$ cat src/sv/a2p_pkg.sv
`default_nettype none
// ----------------------------------------------------------------------------
// a2p_pkg: shared types and constants of the atan2 approximation core
// Holds the fixed-point formats, the polynomial coefficients and the side-band
// record that travels with every word through the divider chain.
// ----------------------------------------------------------------------------
package a2p_pkg;

  // Ratio z = |num| / |den| in Q.15, 0..32768 (32768 is exactly 1.0).
  localparam int ZQ_W      = 16;
  localparam int Z_FRAC    = 15;
  // One quotient bit per divider cell.
  localparam int NUM_CELLS = ZQ_W;

  // Result angle, Q2.13.
  localparam int ANGLE_W   = 16;
  // Sum of offset and polynomial before saturation needs one more bit.
  localparam int SUM_W     = ANGLE_W + 1;

  // Cubic coefficients in Q.15: N1 and the magnitude of the negative N2.
  localparam logic [14:0] COEF_N1_Q15     = 15'd31863;
  localparam logic [12:0] COEF_N2_MAG_Q15 = 13'd6290;

  // Angle constants in Q.13.
  localparam logic signed [SUM_W-1:0] PI_Q13      = 17'sd25736;
  localparam logic signed [SUM_W-1:0] HALF_PI_Q13 = 17'sd12868;

  // Side-band information that selects the octant handling at the end.
  typedef struct packed {
    logic x_neg;   // x is negative
    logic y_neg;   // y is negative
    logic swap;    // |y| > |x|, so z = x / y
    logic x_zero;  // x is zero
    logic y_zero;  // y is zero
  } a2p_meta_t;

endpackage : a2p_pkg
`default_nettype wire

$ cat src/sv/a2p_div_cell.sv
`default_nettype none
// ----------------------------------------------------------------------------
// a2p_div_cell: one restoring-division cell
// Resolves one quotient bit, passes the shifted partial remainder, divisor,
// growing quotient and side-band record to the next cell each cycle en is high.
// ----------------------------------------------------------------------------
module a2p_div_cell #(
  parameter int W = 16
) (
  input  wire logic                    clk,
  input  wire logic                    rst_n,
  input  wire logic                    en,
  input  wire logic                    in_v,
  input  wire logic [W:0]              in_rem,
  input  wire logic [W-1:0]            in_den,
  input  wire logic [a2p_pkg::ZQ_W-1:0] in_quo,
  input  wire a2p_pkg::a2p_meta_t      in_meta,
  output logic                         out_v,
  output logic [W:0]                   out_rem,
  output logic [W-1:0]                 out_den,
  output logic [a2p_pkg::ZQ_W-1:0]     out_quo,
  output a2p_pkg::a2p_meta_t           out_meta
);
  import a2p_pkg::*;

  logic                v_r;
  logic [W:0]          rem_r;
  logic [W-1:0]        den_r;
  logic [ZQ_W-1:0]     quo_r;
  a2p_meta_t           meta_r;

  logic                q_bit;
  logic [W:0]          diff;
  logic [W-1:0]        rem_left;

  // Trial subtraction; the remainder left over is always below the divisor.
  always_comb begin
    q_bit    = (in_rem >= {1'b0, in_den});
    diff     = in_rem - {1'b0, in_den};
    rem_left = q_bit ? diff[W-1:0] : in_rem[W-1:0];
  end

  // Valid bit of this cell.
  always_ff @(posedge clk) begin
    if (!rst_n) begin
      v_r <= 1'b0;
    end else if (en) begin
      v_r <= in_v;
    end
  end

  // Payload moves on whenever the chain advances.
  always_ff @(posedge clk) begin
    if (en) begin
      rem_r  <= {rem_left, 1'b0};
      den_r  <= in_den;
      quo_r  <= {in_quo[ZQ_W-2:0], q_bit};
      meta_r <= in_meta;
    end
  end

  assign out_v    = v_r;
  assign out_rem  = rem_r;
  assign out_den  = den_r;
  assign out_quo  = quo_r;
  assign out_meta = meta_r;

endmodule : a2p_div_cell
`default_nettype wire

$ cat src/sv/a2p_poly.sv
`default_nettype none
// ----------------------------------------------------------------------------
// a2p_poly: cubic evaluation and quadrant correction
// Four register stages: z^2, t = N1 - |N2|*z^2, t*z, then rounding, offset
// by 0, +-pi or +-pi/2, and saturation to +-pi.
// ----------------------------------------------------------------------------
module a2p_poly (
  input  wire logic                      clk,
  input  wire logic                      rst_n,
  input  wire logic                      en,
  input  wire logic                      in_v,
  input  wire logic [a2p_pkg::ZQ_W-1:0]  in_zq,
  input  wire a2p_pkg::a2p_meta_t        in_meta,
  output logic                           out_v,
  output logic signed [a2p_pkg::ANGLE_W-1:0] out_angle
);
  import a2p_pkg::*;

  logic [3:0]              v_r;
  a2p_meta_t               meta1_r, meta2_r, meta3_r;
  logic [ZQ_W-1:0]         zq1_r, zq2_r;
  logic [15:0]             z2_r;
  logic [14:0]             t_r;
  logic [29:0]             prod_r;
  logic signed [ANGLE_W-1:0] angle_r;

  logic [31:0]             sq;
  logic [28:0]             n2z2;
  logic [14:0]             t_nxt;
  logic [29:0]             prod_nxt;
  logic [30:0]             rnd;
  logic [12:0]             p_mag;
  logic signed [SUM_W-1:0] p_s;
  logic signed [SUM_W-1:0] off;
  logic signed [SUM_W-1:0] sum;
  logic signed [ANGLE_W-1:0] angle_nxt;

  // Stage arithmetic; each stage holds at most one multiplication.
  always_comb begin
    sq       = in_zq * in_zq;
    n2z2     = 29'(z2_r) * 29'(COEF_N2_MAG_Q15);
    t_nxt    = COEF_N1_Q15 - {2'b00, n2z2[27:15]};
    prod_nxt = 30'(t_r) * 30'(zq2_r);
    rnd      = {1'b0, prod_r} + 31'd65536;
    p_mag    = rnd[29:17];
    p_s      = $signed({4'b0000, p_mag});
  end

  // Offset and sign of the polynomial by quadrant, then saturate.
  always_comb begin
    off = '0;
    sum = '0;
    if (meta3_r.x_zero) begin
      if (meta3_r.y_zero) begin
        sum = '0;
      end else begin
        sum = meta3_r.y_neg ? -HALF_PI_Q13 : HALF_PI_Q13;
      end
    end else if (!meta3_r.swap) begin
      if (meta3_r.x_neg) begin
        off = meta3_r.y_neg ? -PI_Q13 : PI_Q13;
      end
      sum = (meta3_r.x_neg ^ meta3_r.y_neg) ? off - p_s : off + p_s;
    end else begin
      off = meta3_r.y_neg ? -HALF_PI_Q13 : HALF_PI_Q13;
      sum = (meta3_r.x_neg ^ meta3_r.y_neg) ? off + p_s : off - p_s;
    end
    if (sum > PI_Q13) begin
      angle_nxt = ANGLE_W'(PI_Q13);
    end else if (sum < -PI_Q13) begin
      angle_nxt = ANGLE_W'(-PI_Q13);
    end else begin
      angle_nxt = sum[ANGLE_W-1:0];
    end
  end

  // Stage valid bits.
  always_ff @(posedge clk) begin
    if (!rst_n) begin
      v_r <= '0;
    end else if (en) begin
      v_r <= {v_r[2:0], in_v};
    end
  end

  // Stage payload.
  always_ff @(posedge clk) begin
    if (en) begin
      zq1_r   <= in_zq;
      z2_r    <= sq[30:15];
      meta1_r <= in_meta;
      zq2_r   <= zq1_r;
      t_r     <= t_nxt;
      meta2_r <= meta1_r;
      prod_r  <= prod_nxt;
      meta3_r <= meta2_r;
      angle_r <= angle_nxt;
    end
  end

  assign out_v     = v_r[3];
  assign out_angle = angle_r;

endmodule : a2p_poly
`default_nettype wire

$ cat src/sv/atan2_polynomial_approx_core.sv
`default_nettype none
// ----------------------------------------------------------------------------
// atan2_polynomial_approx_core: four-quadrant arctangent, cubic approximation
// Returns the angle of an (x, y) pair in radians, Q2.13, within +-pi.
// ----------------------------------------------------------------------------
// The core takes one (x, y) word per clock and returns one angle word per
// clock while the output is not stalled. Each word passes through one input
// register, a chain of 16 division cells that each resolve one bit of the
// ratio of the smaller magnitude to the larger, four polynomial stages and
// the output register. A skid register behind the output absorbs the word
// in flight when out_stall rises; in_stall is raised in the next cycle, while
// the skid holds it. Input ports are IN_WIDTH bits wide, two's complement.
module atan2_polynomial_approx_core #(
  parameter int IN_WIDTH = 16
) (
  input  wire logic                                 clk,
  input  wire logic                                 rst_n,
  input  wire logic                                 in_valid,
  output logic                                      in_stall,
  input  wire logic signed [IN_WIDTH-1:0]           in_x_coord,
  input  wire logic signed [IN_WIDTH-1:0]           in_y_coord,
  output logic                                      out_valid,
  input  wire logic                                 out_stall,
  output logic signed [a2p_pkg::ANGLE_W-1:0]        out_angle
);
  import a2p_pkg::*;

  localparam int W = IN_WIDTH;

  logic                 adv;
  logic                 x_neg, y_neg;
  logic [W-1:0]         ax, ay;
  a2p_meta_t            meta_in;

  logic                 v0_r;
  logic [W-1:0]         num_r, den_r;
  a2p_meta_t            meta0_r;

  logic                 c_v    [NUM_CELLS+1];
  logic [W:0]           c_rem  [NUM_CELLS+1];
  logic [W-1:0]         c_den  [NUM_CELLS+1];
  logic [ZQ_W-1:0]      c_quo  [NUM_CELLS+1];
  a2p_meta_t            c_meta [NUM_CELLS+1];

  logic                     p_v;
  logic signed [ANGLE_W-1:0] p_angle;

  logic                      out_v_r, out_v_nxt;
  logic signed [ANGLE_W-1:0] out_angle_r, out_angle_nxt;
  logic                      skid_v_r, skid_v_nxt;
  logic signed [ANGLE_W-1:0] skid_angle_r, skid_angle_nxt;

  // The whole pipeline moves while the skid register is empty.
  assign adv      = !skid_v_r;
  assign in_stall = skid_v_r;

  // Signs, magnitudes and the larger/smaller split of the incoming word.
  always_comb begin
    x_neg          = in_x_coord[W-1];
    y_neg          = in_y_coord[W-1];
    ax             = x_neg ? W'(-in_x_coord) : W'(in_x_coord);
    ay             = y_neg ? W'(-in_y_coord) : W'(in_y_coord);
    meta_in.x_neg  = x_neg;
    meta_in.y_neg  = y_neg;
    meta_in.swap   = (ay > ax);
    meta_in.x_zero = (ax == '0);
    meta_in.y_zero = (ay == '0);
  end

  // Input register.
  always_ff @(posedge clk) begin
    if (!rst_n) begin
      v0_r <= 1'b0;
    end else if (adv) begin
      v0_r <= in_valid;
    end
  end

  always_ff @(posedge clk) begin
    if (adv) begin
      num_r   <= meta_in.swap ? ax : ay;
      den_r   <= meta_in.swap ? ay : ax;
      meta0_r <= meta_in;
    end
  end

  // Head of the division chain.
  assign c_v[0]    = v0_r;
  assign c_rem[0]  = {1'b0, num_r};
  assign c_den[0]  = den_r;
  assign c_quo[0]  = '0;
  assign c_meta[0] = meta0_r;

  // One cell per quotient bit, most significant first.
  for (genvar i = 0; i < NUM_CELLS; i++) begin : g_cell
    a2p_div_cell #(
      .W(W)
    ) u_cell (
      .clk      (clk),
      .rst_n    (rst_n),
      .en       (adv),
      .in_v     (c_v[i]),
      .in_rem   (c_rem[i]),
      .in_den   (c_den[i]),
      .in_quo   (c_quo[i]),
      .in_meta  (c_meta[i]),
      .out_v    (c_v[i+1]),
      .out_rem  (c_rem[i+1]),
      .out_den  (c_den[i+1]),
      .out_quo  (c_quo[i+1]),
      .out_meta (c_meta[i+1])
    );
  end

  // Polynomial and quadrant correction.
  a2p_poly u_poly (
    .clk       (clk),
    .rst_n     (rst_n),
    .en        (adv),
    .in_v      (c_v[NUM_CELLS]),
    .in_zq     (c_quo[NUM_CELLS]),
    .in_meta   (c_meta[NUM_CELLS]),
    .out_v     (p_v),
    .out_angle (p_angle)
  );

  // Output register with a one-word skid stage.
  always_comb begin
    out_v_nxt      = out_v_r;
    out_angle_nxt  = out_angle_r;
    skid_v_nxt     = skid_v_r;
    skid_angle_nxt = skid_angle_r;
    if (!out_v_r || !out_stall) begin
      if (skid_v_r) begin
        out_v_nxt     = 1'b1;
        out_angle_nxt = skid_angle_r;
        skid_v_nxt    = 1'b0;
      end else begin
        out_v_nxt     = p_v;
        out_angle_nxt = p_angle;
      end
    end else if (p_v && adv) begin
      skid_v_nxt     = 1'b1;
      skid_angle_nxt = p_angle;
    end
  end

  always_ff @(posedge clk) begin
    if (!rst_n) begin
      out_v_r  <= 1'b0;
      skid_v_r <= 1'b0;
    end else begin
      out_v_r  <= out_v_nxt;
      skid_v_r <= skid_v_nxt;
    end
  end

  always_ff @(posedge clk) begin
    out_angle_r  <= out_angle_nxt;
    skid_angle_r <= skid_angle_nxt;
  end

  assign out_valid = out_v_r;
  assign out_angle = out_angle_r;

endmodule : atan2_polynomial_approx_core
`default_nettype wire

$ cat config.mk
export PLATFORM = sky130hd
export DESIGN_NAME = atan2_polynomial_approx_core
export DESIGN_NICKNAME = d
export VERILOG_FILES = /design/src/sv/a2p_pkg.sv /design/src/sv/a2p_div_cell.sv /design/src/sv/a2p_poly.sv /design/src/sv/atan2_polynomial_approx_core.sv
export SDC_FILE = /design/constraint.sdc
export NUM_CORES = 2
export LEC_CHECK = 0
export CAP_MARGIN = 20
export CORE_ASPECT_RATIO = 1.2
export CORE_MARGIN = 2
export CORE_UTILIZATION = 50
export CTS_BUF_LIST = sky130_fd_sc_hd__clkbuf_4
export DETAILED_ROUTE_END_ITERATION = 10
export DONT_BUFFER_PORTS = 1
export PLACE_DENSITY = 0.61
export SLEW_MARGIN = 40
export SYNTH_ARGS = -nofsm -noshare
export SYNTH_HDL_FRONTEND = slang
export SYNTH_SLANG_ARGS = --single-unit
$ cat constraint.sdc
create_clock -name clk -period 53.4 [get_ports clk]
set_input_delay 10.68 -clock clk [delete_from_list [all_inputs] [get_ports clk]]
set_output_delay 10.68 -clock clk [all_outputs]
set_load 0.01 [all_outputs]
==> flow_metrics.py <==
metrics = {
    "outcome": {
        "outcome": "completed",
    },
    "finish": {
        "nets": 6689,
        "drive_gt1_share_pct": 10.88,
        "layout_common_cells": "904 x inv_1, 872 x edfxtp_1, 574 x ha_1",
        "fill_cells": 11010,
        "final_common_cell": "inv_1",
        "area_growth_pct": 8.014,
    },
    "sta": {
        "worst_pin_slew_ns": 0.7998,
        "fin_tns_setup_ns": 0,
        "hold_viol": 0,
        "skew_ns": 0.08771,
        "slew_headroom_pct": 46.68,
        "min_period_ns": 14.00,
        "fmax_ghz": 0.07141,
        "period_share_pct": 26.22,
        "setup_violations": 0,
        "rsz0062_at_grt": "no",
        "finalMaxSlewViolations": 0,
    },
    "setup_path": {
        "timing.rr.start": "g_cell[15].u_cell.out_quo[10]",
        "path_common_cell": "or4_1",
        "slowest_stage": "or4_1",
        "crit_chain": "or4_1 -> or2_2 -> or4_1 -> o31ai_1 -> xor2_1 -> inv_1 -> ha_1 -> nand4_1 -> nor2_1 -> a21oi_1 -> a31oi_4 -> buf_4 -> mux2_2",
        "path_max_fanout": 20,
        "r2r_slack_ns": 45.83,
        "worstSetupStartpoint": "in_y_coord[6]",
        "arrival_ns": 14.88,
        "worst-path-stages": 13,
        "rr_endpoint": "u_poly.z2_r[15]",
        "path_class": "in2reg",
        "r2r_cells": 24,
        "end_kind": "register",
        "crit_end": "num_r[12]",
        "crit_family": "simple AND/OR/NAND/NOR gates",
        "cp-start-kind": "primary input",
        "crit_buf_inv": 2,
        "max_stage_delay_ns": 0.55,
        "worstPathRequired_ns": 54.28,
    },
    "hold_path": {
        "min-delay-path-class": "reg2reg",
        "whs_path_depth": 0,
    },
    "drt": {
        "routed-via-count": 40290,
        "routed_via_density": 5.342,
        "firstDrtPassIters": 5,
        "drc_errors": 0,
        "drt_iter0_markers": 1742,
        "wl_per_cell_um": 17.28,
        "ant_nets": 0,
        "wl_mm": 130.3,
    },
    "place": {
        "hpwl_mm": 99.40,
        "place_congestion": 0.8625,
        "port_buffers": 0,
    },
    "grt": {
        "antenna_found_initial": 2,
        "grt_util_all_layers_pct": 20.94,
        "grt_max_degree": 103,
        "grt_pass1_vias": 42210,
        "overflow": 0,
        "grt_pass1_wl_mm": 213.8,
    },
    "clock_network": {
        "cts_root_buf": "clkbuf_4",
        "post_cts_resized": 0,
        "clk_latency_ns": 1.19,
        "cts_tree": "yes",
        "clock_sinks": 895,
        "htreeDepth": 4,
        "cts_buffers": 230,
        "cts_hold_buf": 0,
        "cts.clk_slew.worst_paths_ns": 0.08,
        "cts_setup_buffers": 0,
        "cts.path.max_buffers": 3,
    },
    "floorplanning": {
        "dieArea_sq_um": 128400,
        "die_width_um": 327.4,
        "core_sq_um": 124700,
        "io_pins": 54,
        "initial_core_util_pct": 50.31,
        "fp.dieH_um": 392.1,
        "rows": 142,
    },
    "synthesis": {
        "ys_warn_count": 0,
        "ys_types": 93,
        "syn_area_per_cell_sq_um": 11.33,
        "syn_inst": 5538,
        "synth-seq-cells": 895,
        "netlist_area_sq_um": 62750,
        "async_flop_share_pct": 0,
        "syn-num-nets": 6535,
        "synth_edf_count": 872,
        "synth_flop_cell": "edfxtp_1",
        "ys_seq_area_share_pct": 42.46,
    },
    "run": {
        "maxCapViolations": 0,
    },
}
## worst register-to-register path, stage by stage, from the launching register on
cell and delay [ns]:
edfxtp_1 0.69, clkinv_1 0.50, nor2_1 0.34, fa_1 0.49
fa_1 0.45, fa_1 0.54, inv_1 0.05, fa_1 0.47
inv_1 0.05, fa_1 0.52, inv_1 0.05, fa_1 0.53
inv_1 0.05, ha_1 0.35, a21o_1 0.20, a21o_1 0.16
a21oi_1 0.24, nor3b_1 0.31, o211ai_1 0.18, a31oi_1 0.40
o211ai_1 0.21, nand4_1 0.13, nand4b_1 0.13, a21oi_1 0.20
xnor2_1 0.08
## cells in the mapped netlist, types with 62 or more instances
cell	number	area, sq um
a21boi_0	62	465.5
nor3_1	135	675.7
nand4_1	63	394.1
nand2_1	326	1224
mux2i_1	74	740.7
inv_1	905	3397
nand3_1	67	335.3
edfxtp_1	872	26190
o21ai_0	158	790.8
fa_1	387	7747
mux2_2	203	2286
xnor2_1	150	1314
a21oi_1	122	610.6
xor2_1	81	709.4
nor2_1	335	1257
nor2b_1	93	581.8
ha_1	574	7182
clkbuf_1	89	334.1
and2_1	194	1214
## cell type report
cell class	instances	area (sq um)	area share [%]
timing repair buffer	30	320.3	0.4726
sequential	895	26650	39.32
inverter	907	3412	5.034
tap	1656	2072	3.057
multi-input combinational	3628	32350	47.73
antenna	5	12.51	0.01846
clock inverter	107	608.1	0.8972
clock buffer	314	2357	3.478
## metrics by stage
step,cells,utilization [%],hold WS (ns),instance area (sq um),setup slack (ns)
2_1_floorplan,5538,-,0.4003,62750,35.43
3_3_place_gp,7111,51.82,0.4001,64630,38.20
3_5_place_dp,7113,51.91,0.4045,64740,38.18
4_1_cts,7534,54.29,0.3223,67710,39.54
5_1_grt,7542,54.34,0.3566,67780,39.26
6_report,7542,54.34,0.3382,67780,39.40
## sequential cells by signal, summed over array words and instances, names as in the netlist, 5 cells and up
| name | cells |
|---|---|
| g_cell.u_cell.out_den | 240 |
| g_cell.u_cell.out_rem | 240 |
| g_cell.u_cell.out_quo | 136 |
| g_cell.u_cell.out_meta | 80 |
| den_r | 16 |
| g_cell.u_cell.out_v | 16 |
| num_r | 16 |
| out_angle | 16 |
| skid_angle_r | 16 |
| u_poly.out_angle | 16 |
| u_poly.z2_r | 16 |
| u_poly.zq1_r | 16 |
| u_poly.zq2_r | 16 |
| u_poly.prod_r | 14 |
| u_poly.t_r | 14 |
| c_meta | 5 |
| u_poly.meta1_r | 5 |
| u_poly.meta2_r | 5 |
| u_poly.meta3_r | 5 |
## logic make-up after synthesis
logic type	share of synthesized area (%)
AO/OA/AOI/OAI	8.126
adder cells (fa/ha/maj)	23.79
XOR/XNOR	3.264
buffers and inverters	6.122
flip-flops	42.46
AND/OR/NAND/NOR	11.35
multiplexers	4.877
## per-layer routing
metal | routed length [um] | track usage (%)
met5 | 0 | 0
met4 | 4164 | 8.399
met3 | 4382 | 3.433
met2 | 71050 | 39.85
met1 | 50720 | 22.94
## worst min path at each step
| stage | slack, ns | end | startpoint |
|---|---|---|---|
| floorplan | 0.40 | g_cell[0].u_cell.out_meta[0] | c_meta[80] |
| global placement | 0.40 | u_poly.zq2_r[7] | u_poly.zq1_r[7] |
| detailed placement | 0.40 | g_cell[12].u_cell.out_quo[8] | g_cell[11].u_cell.out_quo[7] |
| CTS | 0.32 | u_poly.zq2_r[6] | u_poly.zq1_r[6] |
| global route | 0.36 | u_poly.zq2_r[6] | u_poly.zq1_r[6] |
| finish | 0.34 | u_poly.zq2_r[6] | u_poly.zq1_r[6] |
Power is not shown: default switching activity piles up to over one toggle a cycle in this logic, so the estimate is an artifact.
